### config.mk
export PLATFORM = sky130hd
export DESIGN_NAME = petri_transition_fire_top
export DESIGN_NICKNAME = d
export VERILOG_FILES = /design/src/design/ptf_pkg.sv /design/src/design/ptf_fire.sv /design/src/design/petri_transition_fire_top.sv
export SDC_FILE = /design/constraint.sdc
export NUM_CORES = 1
export LEC_CHECK = 0
export ABC_AREA = 0
export BUFFER_PORTS_ARGS = -buffer_cell sky130_fd_sc_hd__buf_2
export CORE_MARGIN = 8
export CORE_UTILIZATION = 30
export CTS_BUF_LIST = sky130_fd_sc_hd__clkbuf_2 sky130_fd_sc_hd__clkbuf_4 sky130_fd_sc_hd__clkbuf_8
export CTS_CLUSTER_SIZE = 14
export DETAILED_ROUTE_END_ITERATION = 10
export GPL_ROUTABILITY_DRIVEN = 0
export PLACE_DENSITY = 0.49
export SLEW_MARGIN = 20
export SYNTH_ARGS = -nofsm -noshare
export SYNTH_HDL_FRONTEND = slang
export SYNTH_SLANG_ARGS = --single-unit
export TNS_END_PERCENT = 10
### constraint.sdc
create_clock -name clk -period 5.04 [get_ports clk]
set_input_delay 0.252 -clock clk [delete_from_list [all_inputs] [get_ports clk]]
set_output_delay 0.252 -clock clk [all_outputs]
set_load 0.02 [all_outputs]
### src/design/ptf_pkg.sv
// Shared types, constants and helpers for the transition firing block.
package ptf_pkg;

  localparam int PLACE_COUNT    = 8;
  localparam int PAIR_COUNT_MAX = 3;
  localparam int TOKEN_BITS     = 16;
  localparam int REG_PAIRS      = 3;
  localparam int MASK_BITS      = 8;
  localparam int PAIR_LIMIT     = (PAIR_COUNT_MAX < REG_PAIRS) ? PAIR_COUNT_MAX : REG_PAIRS;
  localparam int PLACE_IDX_W    = (PLACE_COUNT > 1) ? $clog2(PLACE_COUNT) : 1;
  localparam int ADDR_W         = 5;

  localparam logic [1:0] MODE_FIRE = 2'd0;
  localparam logic [1:0] MODE_LOAD = 2'd1;
  localparam logic [1:0] MODE_READ = 2'd2;

  localparam logic [2:0] REG_PAIR_COUNT    = 3'd0;
  localparam logic [2:0] REG_INPUT_MASK_A  = 3'd1;
  localparam logic [2:0] REG_OUTPUT_MASK_A = 3'd2;
  localparam logic [2:0] REG_INPUT_MASK_B  = 3'd3;
  localparam logic [2:0] REG_OUTPUT_MASK_B = 3'd4;
  localparam logic [2:0] REG_INPUT_MASK_C  = 3'd5;
  localparam logic [2:0] REG_OUTPUT_MASK_C = 3'd6;

  typedef logic [TOKEN_BITS-1:0] count_t;
  typedef count_t [PLACE_COUNT-1:0] counts_t;
  typedef logic [MASK_BITS-1:0] mask_t;

  typedef struct packed {
    logic [1:0]                pair_count;
    mask_t [REG_PAIRS-1:0]     in_mask;
    mask_t [REG_PAIRS-1:0]     out_mask;
  } cfg_t;

  typedef struct packed {
    logic [1:0]  mode;
    logic [2:0]  place;
    logic [15:0] value;
  } in_item_t;

  typedef struct packed {
    logic        status;
    logic        fired;
    logic [1:0]  fired_pair;
    logic [15:0] read_value;
  } out_item_t;

  function automatic logic mask_bit(input mask_t m, input int p);
    logic b;
    b = 1'b0;
    if (p < MASK_BITS) begin
      b = m[p];
    end
    return b;
  endfunction

endpackage

### src/design/ptf_fire.sv
// Firing, load and read logic for one item against the token counts.
module ptf_fire import ptf_pkg::*; (
  input  counts_t   counts,
  input  cfg_t      cfg,
  input  in_item_t  item,
  output counts_t   counts_next,
  output out_item_t result
);

  localparam count_t TOKEN_MAX = '1;

  logic [REG_PAIRS-1:0] live;
  logic [REG_PAIRS-1:0] enable;
  mask_t                has_token;
  logic                 hit;
  logic [1:0]           hit_pair;
  mask_t                sel_in;
  mask_t                sel_out;
  counts_t              fire_counts;
  count_t               bumped;
  logic                 place_ok;
  logic [PLACE_IDX_W-1:0] place_idx;

  always_comb begin
    has_token = '1;
    for (int p = 0; p < MASK_BITS; p++) begin
      if (p < PLACE_COUNT) begin
        has_token[p] = (counts[p] != '0);
      end
    end
    for (int k = 0; k < REG_PAIRS; k++) begin
      live[k]   = (k < PAIR_LIMIT) && (2'(k) < cfg.pair_count);
      enable[k] = live[k] && ((cfg.in_mask[k] & ~has_token) == '0);
    end
  end

  always_comb begin
    hit      = 1'b0;
    hit_pair = '0;
    sel_in   = '0;
    sel_out  = '0;
    for (int k = 0; k < REG_PAIRS; k++) begin
      if (enable[k] && !hit) begin
        hit      = 1'b1;
        hit_pair = 2'(k);
        sel_in   = cfg.in_mask[k];
        sel_out  = cfg.out_mask[k];
      end
    end
  end

  always_comb begin
    fire_counts = counts;
    bumped      = '0;
    for (int p = 0; p < PLACE_COUNT; p++) begin
      bumped = counts[p];
      if (mask_bit(sel_out, p) && bumped != TOKEN_MAX) begin
        bumped = bumped + count_t'(1);
      end
      if (mask_bit(sel_in, p) && bumped != '0) begin
        bumped = bumped - count_t'(1);
      end
      fire_counts[p] = bumped;
    end
  end

  assign place_ok  = (32'(item.place) < PLACE_COUNT);
  assign place_idx = PLACE_IDX_W'(item.place);

  always_comb begin
    counts_next = counts;
    result      = '0;
    unique case (item.mode)
      MODE_FIRE: begin
        if (live == '0) begin
          result.status = 1'b1;
        end else if (hit) begin
          result.fired      = 1'b1;
          result.fired_pair = hit_pair;
          counts_next       = fire_counts;
        end
      end
      MODE_LOAD: begin
        if (place_ok) begin
          counts_next[place_idx] = count_t'(item.value);
        end
      end
      MODE_READ: begin
        if (place_ok) begin
          result.read_value = 16'(counts[place_idx]);
        end
      end
      default: begin
        result = '0;
      end
    endcase
  end

endmodule

### src/design/petri_transition_fire_top.sv
// Top level: Petri-net token counts with transition firing, load and read.
// Structure: input register, firing logic, result register; the result is registered.
// Throughput: one item per cycle while the output is not stalled; the firing logic sits between
// the two registers and the token counts update at the edge that loads the result register.
// Reset: synchronous, active high; clears token counts, configuration registers and both valids.
module petri_transition_fire_top import ptf_pkg::*; (
  input  logic              clk,
  input  logic              rst,
  input  logic              in_valid,
  output logic              in_stall,
  input  in_item_t          in_data,
  output logic              out_valid,
  input  logic              out_stall,
  output out_item_t         out_data,
  input  logic              psel,
  input  logic              penable,
  input  logic              pwrite,
  input  logic [ADDR_W-1:0] paddr,
  input  logic [31:0]       pwdata,
  output logic [31:0]       prdata,
  output logic              pready
);

  cfg_t      cfg;
  counts_t   tokens;
  counts_t   tokens_next;
  logic      s1_valid;
  in_item_t  s1_item;
  out_item_t result;
  logic      advance;
  logic      cfg_write;
  logic [2:0] reg_idx;

  assign pready    = 1'b1;
  assign cfg_write = psel && penable && pwrite && pready;
  assign reg_idx   = paddr[4:2];

  always_ff @(posedge clk) begin
    if (rst) begin
      cfg <= '0;
    end else if (cfg_write) begin
      unique case (reg_idx)
        REG_PAIR_COUNT:    cfg.pair_count  <= pwdata[1:0];
        REG_INPUT_MASK_A:  cfg.in_mask[0]  <= pwdata[7:0];
        REG_OUTPUT_MASK_A: cfg.out_mask[0] <= pwdata[7:0];
        REG_INPUT_MASK_B:  cfg.in_mask[1]  <= pwdata[7:0];
        REG_OUTPUT_MASK_B: cfg.out_mask[1] <= pwdata[7:0];
        REG_INPUT_MASK_C:  cfg.in_mask[2]  <= pwdata[7:0];
        REG_OUTPUT_MASK_C: cfg.out_mask[2] <= pwdata[7:0];
        default: begin
        end
      endcase
    end
  end

  always_comb begin
    unique case (reg_idx)
      REG_PAIR_COUNT:    prdata = 32'(cfg.pair_count);
      REG_INPUT_MASK_A:  prdata = 32'(cfg.in_mask[0]);
      REG_OUTPUT_MASK_A: prdata = 32'(cfg.out_mask[0]);
      REG_INPUT_MASK_B:  prdata = 32'(cfg.in_mask[1]);
      REG_OUTPUT_MASK_B: prdata = 32'(cfg.out_mask[1]);
      REG_INPUT_MASK_C:  prdata = 32'(cfg.in_mask[2]);
      REG_OUTPUT_MASK_C: prdata = 32'(cfg.out_mask[2]);
      default:           prdata = '0;
    endcase
  end

  assign advance  = !out_valid || !out_stall;
  assign in_stall = s1_valid && !advance;

  always_ff @(posedge clk) begin
    if (rst) begin
      s1_valid <= 1'b0;
    end else if (!in_stall) begin
      s1_valid <= in_valid;
    end
  end

  always_ff @(posedge clk) begin
    if (!in_stall && in_valid) begin
      s1_item <= in_data;
    end
  end

  ptf_fire u_fire (
    .counts      (tokens),
    .cfg         (cfg),
    .item        (s1_item),
    .counts_next (tokens_next),
    .result      (result)
  );

  always_ff @(posedge clk) begin
    if (rst) begin
      tokens <= '0;
    end else if (s1_valid && advance) begin
      tokens <= tokens_next;
    end
  end

  always_ff @(posedge clk) begin
    if (rst) begin
      out_valid <= 1'b0;
    end else if (advance) begin
      out_valid <= s1_valid;
    end
  end

  always_ff @(posedge clk) begin
    if (s1_valid && advance) begin
      out_data <= result;
    end
  end

  a_stall_needs_item: assert property (@(posedge clk) disable iff (rst)
    in_stall |-> (s1_valid && out_valid && out_stall))
    else $error("input stalled without a held item");

  a_item_moves_out: assert property (@(posedge clk) disable iff (rst)
    (s1_valid && advance) |=> out_valid)
    else $error("item left the input register but no result appeared");

  a_status_excl: assert property (@(posedge clk) disable iff (rst)
    out_valid |-> !(out_data.status && out_data.fired))
    else $error("empty-transition status together with a fire");

  a_pair_in_use: assert property (@(posedge clk) disable iff (rst)
    (out_valid && out_data.fired) |-> (out_data.fired_pair < cfg.pair_count))
    else $error("fired pair beyond the pairs in use");

endmodule

# Word-level counts from Yosys, hierarchy flattened
# Cells that the tools add are included.
classes:
  n_addsub: 16
  eq_ne: 18
  magnitude_cmp: 5
  bitwise_logic: 6
  muxes: 38
  reduce_logical: 68
ops:
  columns: ["op", "count"]
  rows:
  - ["$mux W16", 18]
  - ["$mux W128", 2]
  - ["$pmux W128 S2", 1]
  - ["$reduce_bool A16 Y1", 16]
  - ["$add A16 B1 Y16 const B", 8]
  - ["$bwmux W128", 1]
  - ["$ne A16 B16 Y1 const B", 8]
  - ["$sub A16 B1 Y16 const B", 8]
  - ["$pmux W8 S7", 1]
  - ["$bmux W16 S3", 1]
  - ["$demux W16 S3", 1]
  - ["$mux W8", 6]
  - ["$logic_and A1 B1 Y1", 27]
  - ["$and A8 B8 Y8", 3]
  - ["$logic_not A8 Y1", 3]
  - ["$reduce_and A2 Y1", 7]
  - ["$eq A3 B3 Y1 const B", 3]
  - ["$not A8 Y8", 1]
  - ["$eq A3 B2 Y1 const B", 2]
  - ["$logic_not A1 Y1", 6]
  - ["$logic_not A3 Y1", 2]
  - ["$mux W1", 5]
  - ["$lt A1 B2 Y1 const A", 2]
  - ["$lt A3 B4 Y1 const B", 1]
  - ["other kinds (17)", 18]
totals:
  register_bits: 221
  in_bits: 65
  out_inout_bits: 55
  elab_cells: 176

# Logic depth before layout (Yosys ltp)
# Gate-level depths: netlist of the first run.
depth:
  depth_word: 20
  depth_mapped: 23
  ltp_nobuf: 20

# By module
# From an unflattened synthesis of the first run, not the netlist that was laid out.
unflattened:
  cells_unflattened: 2842
  area_unflattened_um2: 20890.0
modules_own_cells:
  columns: ["mod", "cells_per_inst", "n_inst", "seq_area_each_um2", "area_per_inst_um2"]
  rows:
  - ["ptf_fire", 1971, 1, 0.0, 12424.4]
  - ["petri_transition_fire_top", 871, 1, 4834.6, 8465.6]

# Worst setup path before layout of the first run
# OpenSTA, ideal clock, no wires.
synth_path:
  path_type: "reg2reg"
  start: "reg tokens[96] in the netlist's numbering"
  end: "reg tokens[87] in the netlist's numbering"
  setup_ns: 0.134
  path_stages_with_launch: 24
  t_required_ns: 4.906
  arrival_ns: 4.940
  path_buffers: 3
  path_slack_ns: -0.034
  synth_period_minus_slack_ns: 5.074
  cell_sequence: "dfxtp_1 -> clkbuf_1 -> inv_1 -> ha_1 -> nor3b_1 -> and4_1 -> a221oi_1 -> and2_1 -> clkbuf_1 -> nand2_1 -> o31a_1 -> clkbuf_1 -> nor2_1 -> nor2_1 -> a21oi_1 -> ha_1 -> nand4_1 -> nor4b_1 -> o211ai_1 -> or4_1 -> nand2_1 -> mux2i_1 -> a221oi_1 -> o22ai_1"
synth_via:
  elab_chain_cells: 20
  word_cells_on_any_way: 35
  classes_between: "add/sub (1); eq/ne (1); mux (14); bitwise (4); reduce/logical (15)"
synth_rtl:
  columns: ["item", "line_no", "rtl"]
  rows:
  - ["from (decl)", "petri_transition_fire_top.sv:25", "counts_t tokens;"]
  - ["from (signal assigned)", "petri_transition_fire_top.sv:98", "tokens <= tokens_next;"]
  - ["$reduce_bool A16 Y1 *", "ptf_fire.sv:28", "has_token[p] = (counts[p] != '0);"]
  - ["$not A8 Y8 *", "ptf_fire.sv:33", "enable[k] = live[k] && ((cfg.in_mask[k] & ~has_token) == '0);"]
  - ["branches (longest 18 deep; another with $mux W16)", null, null]
# Mark *: on every way between the ends. The select of a mux whose other input is x is not followed.
# A chain may end at the register's enable or synchronous reset.

# Worst setup path in the final report of the first run
layout_path:
  start: "reg tokens[32] in the netlist's numbering"
  end: "reg tokens[2] in the netlist's numbering"
# The elaborated chain is that of the path after synthesis.

==> reports/metrics.yaml, run 1 <==
rows: 92
design.core.area_sq_um: 62900
synthAdderAreaFrac: 0.0164
synth_compound_area_frac: 0.253
synth_most_common_cell: "nor2_1"
reg2regPathDepth: 22
fin_setup_tns_ns: 0
yosysTopAreaCell: "dfxtp_1"
synthToLayoutAreaGrowth_pct: 24.5
hp-start: "rst"
vias: 21565
required_ns: 5.59
cp_top_family: "simple AND/OR/NAND/NOR gates"
fin_nets: 2888
worst_pin_slew_ns: 1.24
cts_buffers: 45
r2r_setup_slack_ns: 0.10
preCtsSetupSlack_ns: -0.152
num_io_pins: 120
powerDensity_nw_per_um2: 212
netlist-cell-type-count: 95
die_x_um: 268
worst_r2r_endpoint: "tokens[2]"
synth-simple-area-share: 0.262
worstPathCellList: "inv_1 -> ha_1 -> or4b_4 -> buf_4 -> o32a_1 -> nand4_1 -> buf_4 -> o2111ai_1 -> buf_12 -> a21oi_2 -> buf_4 -> nor2_1 -> a21oi_2 -> ha_2 -> nand2_1 -> a211o_1 -> a21o_1 -> or3_1 -> and3_1 -> xor2_1 -> or3_1 -> o21ai_0"
cp_slowest_cell: "or4b_4"
synth_ff_type: "dfxtp_1"
routed_via_density: 5.86
synth_top_cells_by_area: "dfxtp_1 (19%), edfxtp_1 (6.5%), nor2_1 (6.4%), xnor2_1 (6.0%), mux2i_1 (5.4%)"
cts_max_level: 2
io_buffers: 68
finalHoldViolCount: 0
die_h_um: 268
synth.area.mux_share: 0.0613
drtIter0Drc: 2309
wl_per_cell_um: 23.9
final_util: 0.377
whs_path_depth: 2
timing.final.crit_share: 0.979
hpwl_mm: 65.4
yosysSeqAreaShare: 0.254
avgSynthCellArea_sq_um: 7.49
outcome: "finished, final reports clean"
rsz0062_at_grt: "true"
max_stage_delay_ns: 0.53
end_kind: "register"
ant_nets: 0
start_kind: "register"
dieArea_sq_um: 71800
first_pass_iters: 6
final_layout_size_suffix_gt1_frac: 0.215
cts_sinks: 221
grt_pass1_vias: 20170
synth_top_family_by_area: "simple AND/OR/NAND/NOR gates"
drt_wl_total_mm: 88.0
holdPathEnd: "tokens[22]"
clockBufferDepth: 3
route.detailed.drc: 0
ys_seq_elements: 221
yosys_warnings: 0
synth_edf_count: 41
grt_start_max_net_pins: 73
synthArstFlopShare: 0
synth_top_area_frac: 0.189
worstSetupPathType: "register to register"
p_leak_nw: 8.57
min_period_ns: 4.94
crit_arrival_ns: 5.48
netlist_instances: 2541
maxSlewHeadroom: 0.174
cts_tree: "built"
power_mw: 5.02
grt_usage: 0.235
ir_drop_uv: 148
maxCapViolCount: 0
final.setup.worst_slack_ns: 0.104
finalSetupViolCount: 0
cp_max_fo: 12
crit_path_frequent_cell: "buf_4"
antenna_found_initial: 2
synth-xor-area-share: 0.0851
path_buf_inv: 5
whs_ns: 0.0596
r2r_start: "tokens[32]"
grt_pass1_wl_mm: 129
synth_top_cells_by_count: "nor2_1 (326), clkbuf_1 (196), nand2_1 (181), dfxtp_1 (180), a21oi_1 (139)"
root_buffer: "clkbuf_8"
initial_utilization: 0.303
grt-ovfl-total: 0
worstHoldPathType: "input pin to register"
fmax_mhz: 203
syn_area_sq_um: 19000
drv_slew: 0
worst_clock_skew_ns: 0.0382
clk_pin_slew_ns: 0.06
clkLatencyLatePin_ns: 0.64
## logic make-up after synthesis
kind of cell	count (synthesis)
other	2
buffers and inverters	298
flip-flops	221
XOR/XNOR	185
AND/OR/NAND/NOR	1002
multiplexers	114
adder cells (fa/ha/maj)	25
AO/OA/AOI/OAI	694
## area by class of cell
| cell class | instances | area, sq um |
|---|---|---|
| fillers | 6617 | 39100 |
| well taps | 846 | 1060 |
| inverters | 49 | 184 |
| clock buffers | 73 | 911 |
| repair buffers | 436 | 3230 |
| diodes | 2 | 5.00 |
| clock inverters | 11 | 85.1 |
| multi-input cells | 2045 | 13400 |
| flip-flops and latches | 221 | 4840 |
## metal layers
metal | part of all wire | track usage | vias up | wire length (um)
met1 | 0.41 | 0.300 | 10302 | 36400
li1 | - | - | 9940 | -
met4 | 0.058 | 0.122 | 0 | 5120
met2 | 0.44 | 0.370 | 1071 | 38600
met3 | 0.090 | 0.0481 | 252 | 7890
met5 | 0 | 0 | - | 0
## placed cells by master, fill, tap and decap left out, types with 21 or more instances in the layout
master and count:
a211oi_1 69, a21oi_1 134, a221oi_1 31, a22o_1 24
a22oi_1 38, a31oi_1 48, and2_1 22, and3_1 53
and4_1 22, buf_2 67, buf_4 332, clkbuf_8 58
conb_1 25, dfxtp_1 178, dlygate4sd3_1 31, edfxtp_1 41
ha_1 21, inv_1 48, mux2i_1 101, nand2_1 180
nand3_1 90, nand4_1 49, nor2_1 319, nor3_1 82
nor4_1 38, o211ai_1 24, o21ai_0 83, o22ai_1 53
or3_1 24, xnor2_1 128, xor2_1 55
## report_power, final
group / leakage (nW) / switching (mW) / internal, mW
clock network: 0.525 / 0.908 / 1.19
registers: 1.86 / 0.0434 / 1.85
logic: 6.19 / 0.646 / 0.378
total: 8.57 / 1.60 / 3.42
## timing repair
| action | in CTS | in global routing |
|---|---|---|
| pin swaps | 1 | 19 |
| setup endpoints to repair | 11 | 91 |
| hold buffers | 31 | 0 |
| gates resized for setup | 5 | 66 |
| hold endpoints to repair | 73 | 0 |
| buffers inserted | 0 | 7 |
## how the worst max path moves through the flow
stage / start / endpoint / slack (ns) / depth (start not counted)
floorplan: tokens[112] / tokens[23] / 0.04 / 23
global placement: tokens[33] / tokens[5] / -0.003 / 23
detailed placement: tokens[32] / tokens[2] / -0.15 / 23
CTS: tokens[97] / tokens[2] / 0.0005 / 23
global route: tokens[112] / tokens[84] / -0.16 / 21
finish: tokens[32] / tokens[2] / 0.10 / 22
## flip-flops by register name (all words and copies together) (netlist names)
register   count
cfg           50
out_data      20
out_valid      1
s1_item       21
s1_valid       1
tokens       128
## per-stage QoR
step                      instances  instance area, sq um
after floorplan                2564                 19100
after global routing           3682                 23700
after detailed placement       3559                 22000
final                          3683                 23700
after global placement         3559                 22000
after CTS                      3674                 23400
No activity file was read; power rests on OpenSTA's default activity.
==> run 2, diff against run 1 <==
==> constraint.sdc (replaced) <==
create_clock -name clk -period 5.04 [get_ports clk]
set_input_delay 1.008 -clock clk [delete_from_list [all_inputs] [get_ports clk]]
set_output_delay 1.008 -clock clk [all_outputs]
set_load 0.02 [all_outputs]
==> run 2 against run 1 <==
  * Fmax shrank 0.20%
  * Die area is the same
  * Total power grew 0.34%
  * Combinational power is essentially flat
  * Clock power grew 2%
  * Critical path type unchanged
==> reports/metrics.yaml, run 2 (synthesis results as in run 1) <==
grt_pass1_vias: 20291  # +0.60%
preCtsSetupSlack_ns: -0.141  # +0.0112 ns
synthToLayoutAreaGrowth_pct: 23.5
num_io_pins: 120  # unchanged
cts_tree: "built"
ir_drop_uv: 163  # +9.9%
largestRegisters: "tokens x128, cfg x50, s1_item x21"
hpwl_mm: 65.7  # +0.46%
worst_clock_skew_ns: 0.0459  # +0.00765 ns
drtIter0Drc: 2306  # -0.13%
ant_nets: 0  # unchanged
maxCapViolCount: 0  # unchanged
drv_slew: 0  # unchanged
cts_sinks: 221  # unchanged
worst_pin_slew_ns: 1.09  # -0.151 ns
io_buffers: 68  # unchanged
antenna_found_initial: 3  # +1
die_x_um: 268  # unchanged
worstSetupPathType: "register to register"
initial_utilization: 0.303  # unchanged
min_period_ns: 4.95  # +0.00984 ns
p_leak_nw: 8.53  # -0.40%
worstHoldPathType: "register to register"
crit_arrival_ns: 5.48  # about the same
required_ns: 5.58  # about the same
design_area_sq_um: 23500  # -0.80%
first_pass_iters: 6  # unchanged
root_buffer: "clkbuf_8"
finalSetupViolCount: 0  # unchanged
dieArea_sq_um: 71800  # unchanged
final.setup.worst_slack_ns: 0.0937  # -0.00984 ns
grt_start_max_net_pins: 74  # +1.4%
drt_wl_total_mm: 88.2  # +0.31%
most-common-layout-cells: "buf_4 (356), nor2_1 (321), nand2_1 (180), dfxtp_1 (180), a21oi_1 (134)"
rows: 92  # unchanged
grt_usage: 0.236  # +0.00158
power_mw: 5.04  # +0.34%
maxSlewHeadroom: 0.274  # +0.101
whs_ns: 0.505  # +0.445 ns
clkLatencyLatePin_ns: 0.65  # about the same
largest_register_ffs: 128  # unchanged
postCtsHoldBufs: 0  # -100%
cp_max_fo: 14  # +2
fmax_mhz: 202  # -0.20%
wl_per_cell_um: 24.0  # +0.58%
outcome: "finished, final reports clean"
cts_buffers: 45  # unchanged
end_kind: "register"
final_layout_size_suffix_gt1_frac: 0.218  # +0.00245
grt-ovfl-total: 0  # unchanged
regMostFlops: "tokens"
final_common_cell: "buf_4"
start_kind: "register"
finalHoldViolCount: 0  # unchanged
clk_pin_slew_ns: 0.05  # about the same
grt_pass1_wl_mm: 130  # +0.62%
cts_max_level: 2  # unchanged
powerDensity_nw_per_um2: 214  # +1.2%
rsz0062_at_grt: "true"
routed_via_density: 5.87  # +0.23%
route.detailed.drc: 0  # unchanged
placed_area_sq_um: 22200  # +0.90%
fin_nets: 2883  # -0.17%
die_h_um: 268  # unchanged
vias: 21555  # -0.046%
timing.final.crit_share: 0.981  # +0.00195
clockBufferDepth: 3  # unchanged
design.core.area_sq_um: 62900  # unchanged
## run 2: cell count changes in the layout (fill, tap and decap cells not counted), sizes merged
| cell | previous run | this run |
|---|---|---|
| buf | 405 | 431 |
| dlygate4sd3 | 31 | 0 |
| clkbuf | 73 | 67 |
| bufinv | 1 | 3 |
| diode | 2 | 1 |
## run 2: final timing paths
| kind | slack (ns) | end | depth (start not counted) | startpoint |
|---|---|---|---|---|
| hold / removal | 0.50 | out_valid | 2 | s1_valid |
| setup reg to reg | 0.09 | tokens[69] | 21 | tokens[97] |
| setup / recovery | 0.09 | tokens[69] | 21 | tokens[97] |
| hold reg to reg | 0.50 | out_valid | 2 | s1_valid |
## run 2: power breakdown
part | switching, mW | internal (mW) | leakage [nW]
Sequential | 0.0438 | 1.85 | 1.85
Clock | 0.905 | 1.24 | 0.525
Combinational | 0.634 | 0.360 | 6.16
Total | 1.58 | 3.46 | 8.53
## run 2: stage by stage
step / cells / TNS (ns) / util
CTS: 3663 / -0.0177 / 0.370
finish: 3673 / 0 / 0.374
global route: 3673 / -1.42 / 0.374
global placement: 3583 / -0.364 / 0.354
detailed placement: 3583 / -1.09 / 0.354
floorplan: 2564 / 0 / -
## run 2: area by class of cell
class	instances	area (sq um)
Sequential cell	221	4830
Multi-Input combinational cell	2045	13300
Fill cell	6659	39300
Tap cell	846	1060
Antenna cell	1	2.50
Timing Repair Buffer	431	3140
Clock inverter	13	146
Inverter	49	184
Clock buffer	67	860
## run 2: routing by layer
metal	GRT usage	vias up	part of all wire
met5	0	-	0.00033
met4	0.125	4	0.056
met3	0.0400	227	0.085
met2	0.369	1011	0.44
met1	0.309	10406	0.42
li1	-	9907	-
## run 2: critical path: stages (launching register included)
cell,delay (ns)
dfxtp_1,0.34
inv_1,0.07
ha_1,0.25
nor4b_1,0.16
and4_1,0.26
a222oi_1,0.46
buf_4,0.22
nand3_2,0.16
buf_8,0.24
nor2_1,0.48
a211oi_4,0.13
a21oi_1,0.29
ha_2,0.25
o211ai_1,0.10
mux2i_2,0.25
nand4_1,0.18
buf_4,0.17
o211ai_1,0.24
buf_4,0.18
xor2_1,0.18
nand2_1,0.08
a31oi_1,0.18
## run 2: what timing repair did
action / 4_1_cts / 5_1_grt
pin swaps: 0 / 14
setup buffers: 0 / 9
setup endpoints to repair: 27 / 111
resized for setup: 3 / 45
